**config.mk**
```make
export PLATFORM = sky130hd
export DESIGN_NAME = bounded_bag_store
export DESIGN_NICKNAME = d
export VERILOG_FILES = /design/src/bbs_pkg.sv /design/src/bounded_bag_store.sv /design/src/bbs_ram.sv
export VERILOG_INCLUDE_DIRS = /design/src /design/src/src
export SDC_FILE = /design/constraint.sdc
export NUM_CORES = 2
export LEC_CHECK = 0
export BUFFER_PORTS_ARGS = -buffer_cell sky130_fd_sc_hd__buf_2
export CORE_ASPECT_RATIO = 0.6
export CORE_MARGIN = 5
export CORE_UTILIZATION = 38
export DETAILED_ROUTE_END_ITERATION = 7
export PLACE_DENSITY = 0.62
export SLEW_MARGIN = 20
export SYNTH_ARGS = -nofsm -noshare
export SYNTH_HDL_FRONTEND = slang
export SYNTH_SLANG_ARGS = --single-unit
```
**constraint.sdc**
```tcl
create_clock -name clk -period 7.3 [get_ports clk]
set_input_delay 1.46 -clock clk [delete_from_list [all_inputs] [get_ports clk]]
set_output_delay 1.46 -clock clk [all_outputs]
set_load 0.05 [all_outputs]
```
**src/bounded_bag_store_assert.svh**
```systemverilog
// Assertion macros shared by the bounded bag store RTL.
// Depends on nothing; included by modules that carry concurrent checks.
`ifndef BOUNDED_BAG_STORE_ASSERT_SVH
`define BOUNDED_BAG_STORE_ASSERT_SVH

// Same-cycle implication, disabled while reset is asserted.
`define BBS_ASSERT_NOW(label, clk, rst_n, ante, cons) \
    label: assert property (@(posedge clk) disable iff (!rst_n) (ante) |-> (cons)) \
        else $error("bounded bag store: same-cycle check failed");

// Next-cycle implication, disabled while reset is asserted.
`define BBS_ASSERT_NEXT(label, clk, rst_n, ante, cons) \
    label: assert property (@(posedge clk) disable iff (!rst_n) (ante) |=> (cons)) \
        else $error("bounded bag store: next-cycle check failed");

`endif

```
**src/bbs_pkg.sv**
```systemverilog
// Types and constants of the bounded bag store.
// No dependencies; imported by the top level.
package bbs_pkg;

    localparam int VALUE_W = 32;
    localparam int FIELD_W = 7;

    localparam logic [FIELD_W-1:0] NO_POSITION  = 7'h7F;
    localparam logic [FIELD_W-1:0] CAP_RESET    = 7'd64;

    typedef enum logic [1:0] {
        OP_ADD    = 2'd0,
        OP_FIND   = 2'd1,
        OP_REMOVE = 2'd2
    } op_t;

    typedef enum logic [1:0] {
        ST_IDLE,
        ST_SEARCH,
        ST_SHIFT,
        ST_RESP
    } state_t;

endpackage

```
**src/bounded_bag_store.sv**
```systemverilog
// Bounded bag store: add, find and remove of 32-bit values kept in insertion order.
// Add, an unused op, or find/remove on an empty bag go straight to the response state;
// find searches the entries in order from index 0; remove then moves each later entry down one place.
// Search and shift are paced by the single entry memory read port, and a new request
// is accepted only once the previous result has been handed to the output register.
// Reset (rst_n, async low) empties the bag and sets capacity to 64; memory is not cleared.
module bounded_bag_store
    import bbs_pkg::*;
#(
    parameter int DEPTH = 64
) (
    input  logic        clk,
    input  logic        rst_n,

    // Configuration: capacity register
    input  logic        cfg_wr_en,
    input  logic [6:0]  cfg_wr_data,

    // Request stream
    input  logic        s_axis_tvalid,
    output logic        s_axis_tready,
    input  logic [31:0] s_axis_tdata,   // [31:0] value (signed)
    input  logic [1:0]  s_axis_tuser,   // [1:0] op

    // Result stream
    output logic        m_axis_tvalid,
    input  logic        m_axis_tready,
    output logic [15:0] m_axis_tdata,   // [6:0] position (signed), [13:7] count, [15:14] zero
    output logic        m_axis_tuser    // [0] success
);

    // Address, count and widened comparison widths
    localparam int AW = $clog2(DEPTH);
    localparam int CW = $clog2(DEPTH + 1);
    localparam int IW = CW + 1;
    localparam int XW = (CW > FIELD_W) ? CW : FIELD_W;

    state_t               state_reg, state_next;
    op_t                  op_reg, op_next;
    logic [VALUE_W-1:0]   value_reg, value_next;
    logic [AW-1:0]        idx_reg, idx_next;
    logic [CW-1:0]        held_reg, held_next;
    logic [FIELD_W-1:0]   cap_reg;
    logic                 res_success_reg, res_success_next;
    logic [FIELD_W-1:0]   res_pos_reg, res_pos_next;

    logic                 out_valid_reg;
    logic                 out_success_reg;
    logic [FIELD_W-1:0]   out_pos_reg;
    logic [FIELD_W-1:0]   out_count_reg;
    logic                 load_out;

    logic                 ram_we;
    logic [AW-1:0]        ram_waddr;
    logic [VALUE_W-1:0]   ram_wdata;
    logic [AW-1:0]        ram_raddr;
    logic [VALUE_W-1:0]   ram_rdata;

    logic                 s_accept;
    logic                 m_accept;
    logic                 room;
    logic [IW-1:0]        idx_p1;
    logic [IW-1:0]        idx_p2;
    logic [IW-1:0]        held_ext;
    logic [XW-1:0]        held_x;
    logic [XW-1:0]        idx_x;

    assign s_accept = s_axis_tvalid && s_axis_tready;
    assign m_accept = out_valid_reg && m_axis_tready;

    assign idx_p1   = IW'(idx_reg) + IW'(1);
    assign idx_p2   = IW'(idx_reg) + IW'(2);
    assign held_ext = IW'(held_reg);
    assign held_x   = XW'(held_reg);
    assign idx_x    = XW'(idx_reg);

    // Room to append: below the programmed capacity and below the store depth
    assign room = (held_x < XW'(cap_reg)) && (held_reg < CW'(DEPTH));

    // Entry store: one write and one registered read per cycle
    bbs_ram #(
        .WIDTH (VALUE_W),
        .DEPTH (DEPTH)
    ) u_entries (
        .clk   (clk),
        .we    (ram_we),
        .waddr (ram_waddr),
        .wdata (ram_wdata),
        .raddr (ram_raddr),
        .rdata (ram_rdata)
    );

    // Sequencer: the search walks one entry per cycle with the next read already
    // in flight; the shift moves entry i+1 to i while entry i+2 is being read,
    // so read and write never touch the same entry in one cycle.
    always_comb
    begin
        state_next       = state_reg;
        op_next          = op_reg;
        value_next       = value_reg;
        idx_next         = idx_reg;
        held_next        = held_reg;
        res_success_next = res_success_reg;
        res_pos_next     = res_pos_reg;
        ram_we           = 1'b0;
        ram_waddr        = held_reg[AW-1:0];
        ram_wdata        = s_axis_tdata;
        ram_raddr        = '0;
        s_axis_tready    = 1'b0;
        load_out         = 1'b0;

        unique case (state_reg)
            ST_IDLE:
            begin
                // Keep entry 0 on the read port so a search starts at once
                s_axis_tready = 1'b1;
                if (s_accept)
                begin
                    op_next          = op_t'(s_axis_tuser);
                    value_next       = s_axis_tdata;
                    idx_next         = '0;
                    res_success_next = 1'b0;
                    res_pos_next     = NO_POSITION;
                    state_next       = ST_RESP;
                    case (s_axis_tuser) inside
                        OP_ADD:
                        begin
                            if (room)
                            begin
                                // Append at the current count
                                ram_we           = 1'b1;
                                held_next        = held_reg + CW'(1);
                                res_success_next = 1'b1;
                                res_pos_next     = held_x[FIELD_W-1:0];
                            end
                        end
                        OP_FIND, OP_REMOVE:
                        begin
                            if (held_reg != '0)
                            begin
                                state_next = ST_SEARCH;
                            end
                        end
                        default:
                        begin
                            // Unused code: report a miss, change nothing
                        end
                    endcase
                end
            end

            ST_SEARCH:
            begin
                ram_raddr = idx_p1[AW-1:0];
                if (ram_rdata == value_reg)
                begin
                    res_success_next = 1'b1;
                    res_pos_next     = idx_x[FIELD_W-1:0];
                    if (op_reg == OP_REMOVE)
                    begin
                        if (idx_p1 < held_ext)
                        begin
                            state_next = ST_SHIFT;
                        end
                        else
                        begin
                            // Last entry taken: nothing to move down
                            held_next  = held_reg - CW'(1);
                            state_next = ST_RESP;
                        end
                    end
                    else
                    begin
                        state_next = ST_RESP;
                    end
                end
                else if (idx_p1 < held_ext)
                begin
                    idx_next = idx_reg + AW'(1);
                end
                else
                begin
                    state_next = ST_RESP;
                end
            end

            ST_SHIFT:
            begin
                ram_we    = 1'b1;
                ram_waddr = idx_reg;
                ram_wdata = ram_rdata;
                ram_raddr = idx_p2[AW-1:0];
                if (idx_p2 < held_ext)
                begin
                    idx_next = idx_reg + AW'(1);
                end
                else
                begin
                    held_next  = held_reg - CW'(1);
                    state_next = ST_RESP;
                end
            end

            ST_RESP:
            begin
                // Hand over once the output register is free or being drained
                if (!out_valid_reg || m_axis_tready)
                begin
                    load_out   = 1'b1;
                    state_next = ST_IDLE;
                end
            end

            default:
            begin
                state_next = ST_IDLE;
            end
        endcase
    end

    // Control state
    always_ff @(posedge clk or negedge rst_n)
    begin
        if (!rst_n)
        begin
            state_reg <= ST_IDLE;
            held_reg  <= '0;
            cap_reg   <= CAP_RESET;
        end
        else
        begin
            state_reg <= state_next;
            held_reg  <= held_next;
            if (cfg_wr_en)
            begin
                cap_reg <= cfg_wr_data;
            end
        end
    end

    // Working payload of the transaction in progress
    always_ff @(posedge clk)
    begin
        op_reg          <= op_next;
        value_reg       <= value_next;
        idx_reg         <= idx_next;
        res_success_reg <= res_success_next;
        res_pos_reg     <= res_pos_next;
    end

    // Output register: hold a result until the downstream side takes it
    always_ff @(posedge clk or negedge rst_n)
    begin
        if (!rst_n)
        begin
            out_valid_reg <= 1'b0;
        end
        else if (load_out)
        begin
            out_valid_reg <= 1'b1;
        end
        else if (m_accept)
        begin
            out_valid_reg <= 1'b0;
        end
    end

    always_ff @(posedge clk)
    begin
        if (load_out)
        begin
            out_success_reg <= res_success_reg;
            out_pos_reg     <= res_pos_reg;
            out_count_reg   <= held_x[FIELD_W-1:0];
        end
    end

    assign m_axis_tvalid = out_valid_reg;
    assign m_axis_tuser  = out_success_reg;
    assign m_axis_tdata  = {2'b00, out_count_reg, out_pos_reg};

`include "bounded_bag_store_assert.svh"

    // The count never passes the store depth
    `BBS_ASSERT_NOW(a_held_bound, clk, rst_n, 1'b1, held_reg <= CW'(DEPTH))

    // A shift only writes inside the held region
    `BBS_ASSERT_NOW(a_shift_in_range, clk, rst_n, state_reg == ST_SHIFT, idx_p1 < held_ext)

    // An accepted add with room grows the count by one
    `BBS_ASSERT_NEXT(a_add_grows, clk, rst_n,
        s_accept && (s_axis_tuser == OP_ADD) && room,
        held_reg == $past(held_reg) + CW'(1))

    // The end of a shift shrinks the count by one
    `BBS_ASSERT_NEXT(a_shift_shrinks, clk, rst_n,
        (state_reg == ST_SHIFT) && !(idx_p2 < held_ext),
        held_reg == $past(held_reg) - CW'(1))

    // A result is loaded only when the output register can take it
    `BBS_ASSERT_NOW(a_no_overwrite, clk, rst_n, load_out, !out_valid_reg || m_axis_tready)

endmodule

```
**src/bbs_ram.sv**
```systemverilog
// Generic simple dual-port RAM: one write port, one read port, registered read.
// No dependencies.
module bbs_ram #(
    parameter int WIDTH = 32,
    parameter int DEPTH = 64
) (
    input  logic                     clk,
    input  logic                     we,
    input  logic [$clog2(DEPTH)-1:0] waddr,
    input  logic [WIDTH-1:0]         wdata,
    input  logic [$clog2(DEPTH)-1:0] raddr,
    output logic [WIDTH-1:0]         rdata
);

    logic [WIDTH-1:0] mem [DEPTH];

    always_ff @(posedge clk)
    begin
        if (we)
        begin
            mem[waddr] <= wdata;
        end
        rdata <= mem[raddr];
    end

endmodule
```
# ---- After elaboration in Yosys (flattened, before gate mapping)
# Memories as Yosys holds them, arrays and structs flattened. A register that Yosys moved wholly into a read port is not among the register bits.
# Index checks and enable logic that the tools add are counted.
dict set report classes {
  muxes 46
  n_shift 0
  n_mul 0
  div_mod_pow 0
  reduce_logical 17
  addsub 5
  magnitude_cmp 4
  n_eq_ne 19
  bitwise_logic 0
}
# op n
set ops {}
lappend ops {{$mux 7} 11}
lappend ops {{$eq 32x32->1} 1}
lappend ops {{$mux 32} 1}
lappend ops {{$mux 6} 5}
lappend ops {{$ne 2x2->1 const B} 11}
lappend ops {{$lt 7x7->1} 3}
lappend ops {{$pmux 7 s3} 1}
lappend ops {{$mux 2} 9}
lappend ops {{$pmux 6 s3} 1}
lappend ops {{$pmux 7 s2} 1}
lappend ops {{$mux 1} 13}
lappend ops {{$pmux 6 s2} 1}
lappend ops {{$eq 2x2->1 const B} 4}
lappend ops {{$pmux 2 s4} 1}
lappend ops {{$reduce_and 8->1} 1}
lappend ops {{$add 6x1->7 const B} 1}
lappend ops {{$add 6x2->7 const B} 1}
lappend ops {{$add 7x1->7 const B} 1}
lappend ops {{$lt 7x7->1 const B} 1}
lappend ops {{$reduce_bool 7->1} 1}
lappend ops {{$sub 7x1->7 const B} 1}
lappend ops {{$add 6x1->6 const B} 1}
lappend ops {{$reduce_and 5->1} 1}
lappend ops {{$eq 2x1->1 const B} 2}
lappend ops {{other kinds (12)} 17}
dict set report word_totals {
  latch_bits 0
  inputBits 46
  reg_bits 80
  mem_bits_rw 2048
  output_inout_bits 19
  rom_bits 0
  memories 1
  wordCells 104
}
# name depth width read_ports rd_ports_with_merged_regs wr line_no
set mem_list {}
lappend mem_list {u_entries.mem 64 32 1 1 1 bbs_ram.sv:15} ;# logic [WIDTH-1:0] mem [DEPTH];

# ---- Logic depth before layout (Yosys ltp)
dict set report logic_depth {
  word_depth 8
  mapped_depth 13
  mapped_depth_nobuf 11
}

# ---- Modules after synthesis
# Synthesis repeated with hierarchy kept, for this count alone.
dict set report hier_totals {
  cells_unflattened 3701
  hier_area_um2 83078.4
}
# module instances seq_area_each_um2 cells_each area_each_um2
set modules_own_cells {}
lappend modules_own_cells {bbs_ram 1 62139.6 3324 78515.3}
lappend modules_own_cells {bounded_bag_store 1 2318.5 377 4563.1}

# ---- Worst setup path after synthesis
# No wires, ideal clock.
dict set report synth_path {
  path_kind {input-to-reg}
  from {in s_axis_tuser[0]}
  to {mem u_entries.mem[19][0], enable pin}
  arrival_ns 4.276
  n_path_buf 0
  required_time_ns 6.879
  setup_time_ns 0.421
  path_slack_ns 2.603
  cell_stages 8
  cell_sequence {inv_1 -> ha_1 -> inv_1 -> a2111oi_0 -> o21ai_1 -> o41ai_2 -> nand2_1 -> nor2_1}
}
dict set report synth_via {
  elab_chain_cells 6
}
# item line_no
set synth_lines {}
lappend synth_lines {{start: declaration} bounded_bag_store.sv:23} ;# input logic [1:0] s_axis_tuser,
lappend synth_lines {{$logic_not 2->1 (no line)} -}
lappend synth_lines {{$mux 1} bounded_bag_store.sv:125} ;# case (s_axis_tuser) inside
lappend synth_lines {{$mux 1} bounded_bag_store.sv:117} ;# if (s_accept)
lappend synth_lines {{$pmux 1 s2} bounded_bag_store.sv:112} ;# unique case (state_reg)
lappend synth_lines {{$mux 1} bbs_ram.sv:19} ;# if (we)
lappend synth_lines {{$mux 1 (implied by the code)} bbs_ram.sv:21} ;# mem[waddr] <= wdata;
lappend synth_lines {{end: declaration} bbs_ram.sv:15}
# Every way passes these cells.

# ---- Final worst setup path
dict set report layout_path {
  from {reg state_reg[0]}
  to {reg u_entries.rdata[16] (read register of u_entries.mem)}
}
dict set report layout_via {
  elab_chain_cells 2
  elab_cells_between_ends 3
  classes_between {2 x eq/ne; 1 x mux}
}
# item line_no
set layout_lines {}
lappend layout_lines {{start: declaration} bounded_bag_store.sv:38} ;# state_t state_reg, state_next;
lappend layout_lines {{start signal: assignment} bounded_bag_store.sv:232} ;# state_reg <= state_next;
lappend layout_lines {{$eq 2x2->1 or $eq 2x1->1 (tied branches)} bounded_bag_store.sv:112}
lappend layout_lines {{$pmux 6 s2 (*)} bounded_bag_store.sv:112}
lappend layout_lines {{end: declaration} bbs_ram.sv:12} ;# output logic [WIDTH-1:0] rdata
# Mark *: on every way between the ends. The rest lies on a longest branch, timed or not.
# A chain may end at the register's enable or synchronous reset.

==> metrics.log <==
[metrics] run status: finished clean
[metrics] wire length of the first global-routing pass: approximately 320 mm
[metrics] Post-synth ARST share: 0.00787
[metrics] flip-flop and latch count after synthesis: 2,160
[metrics] global-route total usage across every layer: 0.200
[metrics] Hold Crit Class: flop to flop
[metrics] area growth from synthesis to layout: 12.8%
[metrics] Final nets: between 4,000 and 5,000
[metrics] I/O Buffers: 62
[metrics] starting density of the core: 0.381
[metrics] grt ovf: 0
[metrics] first-pass detailed-route iteration total: 6
[metrics] Antenna Violating Nets Remaining: 0
[metrics] total DRC errors in the routed layout: 0
[metrics] post-route cell area: 93,900 sq um
[metrics] Post-Route Skew: 43.7 ps
[metrics] full die area: approximately 230,000 sq um
[metrics] TritonCTS clock tree: done
[metrics] CTS hold repair buffers: 0
[metrics] most common cell after layout, fill and taps aside: edfxtp_1
[metrics] synthesized netlist cell count: 3,930
[metrics] Worst Setup Slack, final: 1800 ps
[metrics] setup slack, reg-to-reg: 1800 ps
[metrics] clock period minus worst slack: 5500 ps
[metrics] number of flip-flops in the largest register: 2,048
[metrics] via density per instance: 5.87
[metrics] Root Driver: clkbuf_16
[metrics] vias in the first global route: 40,000
[metrics] count of instances resized after the clock tree is built: 0
[metrics] largest net degree at the start of global routing: 112
[metrics] total routed wirelength: between 200 and 250 mm
[metrics] placer congestion estimate: between 0.8 and 0.9
[metrics] sequential area share after synthesis: 0.775
[metrics] largest fanout of any net on the critical path: around 110
[metrics] crit-path max cell delay: 860 ps
[metrics] Yosys warning total: 0
[metrics] setup fix buffers added after clock tree synthesis: 0
[metrics] RSZ-0062 raised after global routing: no
[metrics] total half-perimeter wirelength after legalization and detailed placement: 140 mm
[metrics] Die H: about 370 um
[metrics] kind of launch point of the worst setup path: flop
[metrics] clock slew seen by the registers of the worst setup and hold paths: 70 ps
[metrics] remaining max-slew budget at the tightest pin: 0.133
[metrics] Core Area: 218,000 sq um
[metrics] DR iter-0 viols: 6,876
[metrics] Die X-Extent: 614 um
[metrics] endpoint kind of the worst setup timing path: flop
[metrics] buffer depth of the longest clock path: 4
[metrics] number of top-level pins: 65
[metrics] final hold viol count: 0
[metrics] dominant synthesized flop cell: edfxtp_1
[metrics] number of distinct standard cells referenced by the synthesized netlist: 61
[metrics] slowest stage cell, crit path: a21oi_1
[metrics] via total after detailed routing: 42,000
[metrics] max-capacitance violation count: 0
[metrics] maximum vdd ir drop: roughly 0.00039 V
[metrics] # H-tree levels: 4
[metrics] type of the worst setup path: flop to flop
[metrics] Pwr per Cell Area: 449 nW/um^2
[metrics] Final setup viols: 0
[metrics] most frequent cells in the layout: edfxtp_1 (2,111), mux4_2 (508), nand2_1 (280), clkbuf_16 (190), a21oi_1 (131)
[metrics] antenna violations before repair: 17
[metrics] average footprint of a synthesized cell: approximately 21 sq um
[metrics] slew at the pin closest to its max-slew limit: 1300 ps
[metrics] clock sink count: 2,160
[metrics] layout cells sized above 1: 0.256
[metrics] highest achievable clock rate: around 180 MHz
[metrics] cells taking the most area after synthesis: edfxtp_1 (76%), mux4_2 (14%), nand2_1 (1.3%)
[metrics] number of placement rows: 133
[metrics] number of enable-type register cells in the synthesized netlist: about 2,100
[metrics] setup TNS: 0 ps
[metrics] data arrival at the endpoint of the critical path: 6150 ps
[metrics] cell accounting for the most synthesized area: edfxtp_1
[metrics] required time worst endpoint: about 8000 ps
[metrics] Leakage: roughly 0.029 uW
[metrics] instance area at placement: just under 90,000 sq um
[metrics] cell breakdown of the critical path: inv_1 -> ha_2 -> buf_4 -> a22o_1 -> and2_4 -> buf_12 -> mux4_2 -> or2_1 -> a21oi_1 -> nand3_1
[metrics] Tcrit/Tclk final: 0.753
[metrics] Clk Latency, worst-skew pair: 820 ps
[metrics] average wire length per cell after detail routing: 32.6 um
[metrics] Post-Place Worst Slack: 1840 ps
[metrics] Yosys top cell area share: 0.762
[metrics] total standard cell area after synthesis: 83,200 sq um
[metrics] Final Slew Violations: 0
[metrics] number of buffers inserted during clock tree synthesis: between 150 and 200
layer usage:
metal	global-route usage	routed length, um	vias to the layer above
met5	0	0	-
met4	0.0388	4770	0
met3	0.0827	35300	295
met2	0.264	94100	2621
met1	0.307	99100	22500
li1	-	-	16600
cell usage after synthesis (2+ instances only):
| library cell | instances |
|---|---|
| o31ai_1 | 3 |
| nand2_1 | 282 |
| edfxtp_1 | 2111 |
| or2_1 | 2 |
| a22o_1 | 31 |
| inv_1 | 31 |
| xnor2_1 | 42 |
| nor4_1 | 36 |
| dfrtp_1 | 16 |
| mux2_2 | 38 |
| o21ai_1 | 3 |
| xor2_1 | 4 |
| o21ai_0 | 15 |
| o21a_1 | 9 |
| clkbuf_1 | 99 |
| and2_1 | 10 |
| buf_1 | 25 |
| mux4_2 | 508 |
| nand4_1 | 10 |
| a21oi_1 | 135 |
| nand3b_1 | 3 |
| dfxtp_1 | 32 |
| a221oi_1 | 3 |
| buf_4 | 14 |
| o2bb2ai_1 | 2 |
| nor2_1 | 79 |
| and3_1 | 6 |
| nor3b_1 | 6 |
| nor3_1 | 10 |
| a21boi_0 | 2 |
| a31oi_1 | 33 |
| a21o_1 | 8 |
| a31o_2 | 2 |
| o22ai_1 | 34 |
| mux2i_1 | 75 |
| nand3_1 | 47 |
| a2111oi_0 | 2 |
| ha_1 | 30 |
| nand2b_1 | 6 |
| nor2b_1 | 5 |
| o31a_1 | 5 |
| buf_2 | 65 |
| o41ai_2 | 2 |
| a22oi_1 | 31 |
| a32o_1 | 2 |
per-stage QoR:
step	util	cells	hold WS, ps	power (uW)
6_report	0.430	7150	422	42200
5_1_grt	0.430	7147	435	43600
4_1_cts	0.429	7145	424	42200
3_5_place_dp	0.403	6821	408	32600
3_3_place_gp	0.403	6819	409	32400
2_1_floorplan	-	3931	400	25800
logic make-up after synthesis:
group / count (synthesis) / share of synthesized area
DFF: 2160 / 0.775
muxes: 621 / 0.152
and+or+nand+nor: 504 / 0.0265
AOI/OAI and AO/OA: 331 / 0.0253
buffers and inverters: 236 / 0.0124
xor gates and xnor gates: 46 / 0.00484
adders and majority gates: 31 / 0.00475
other: 1 / 0.0000451
worst paths after layout:
path | from | to | cells after the start
setup / recovery | state_reg[0] | u_entries.rdata[16] | 10
hold / removal | res_pos_reg[3] | out_pos_reg[3] | 0
setup reg to reg | state_reg[0] | u_entries.rdata[16] | 10
hold reg to reg | res_pos_reg[3] | out_pos_reg[3] | 0
max in group asynchronous | rst_n | cap_reg[6] | 1
min in group asynchronous | rst_n | cap_reg[1] | 1
critical path, delay by kind of cell, from the launching register on:
kind	cells	cell delay, ps
AO/OA/AOI/OAI	2	1200
flip-flops	1	410
adder cells (fa/ha/maj)	1	510
buffers and inverters	3	1350
AND/OR/NAND/NOR	3	980
multiplexers	1	630
power breakdown:
part	total (uW)	internal, uW	switching (uW)
Sequential	16500	16100	415
Combinational	15900	5210	10700
Clock	9740	5320	4410
final cells by class:
type / count / area, sq um
well taps: 2902 / 3630
multi-input cells: 1535 / 18500
fillers: 18500 / 125000
flip-flops and latches: 2160 / 64500
clock buffers: 241 / 5000
clock inverters: 83 / 773
diodes: 3 / 7.51
inverters: 31 / 116
repair buffers: 195 / 1430
(Power assumes the default switching activity.)
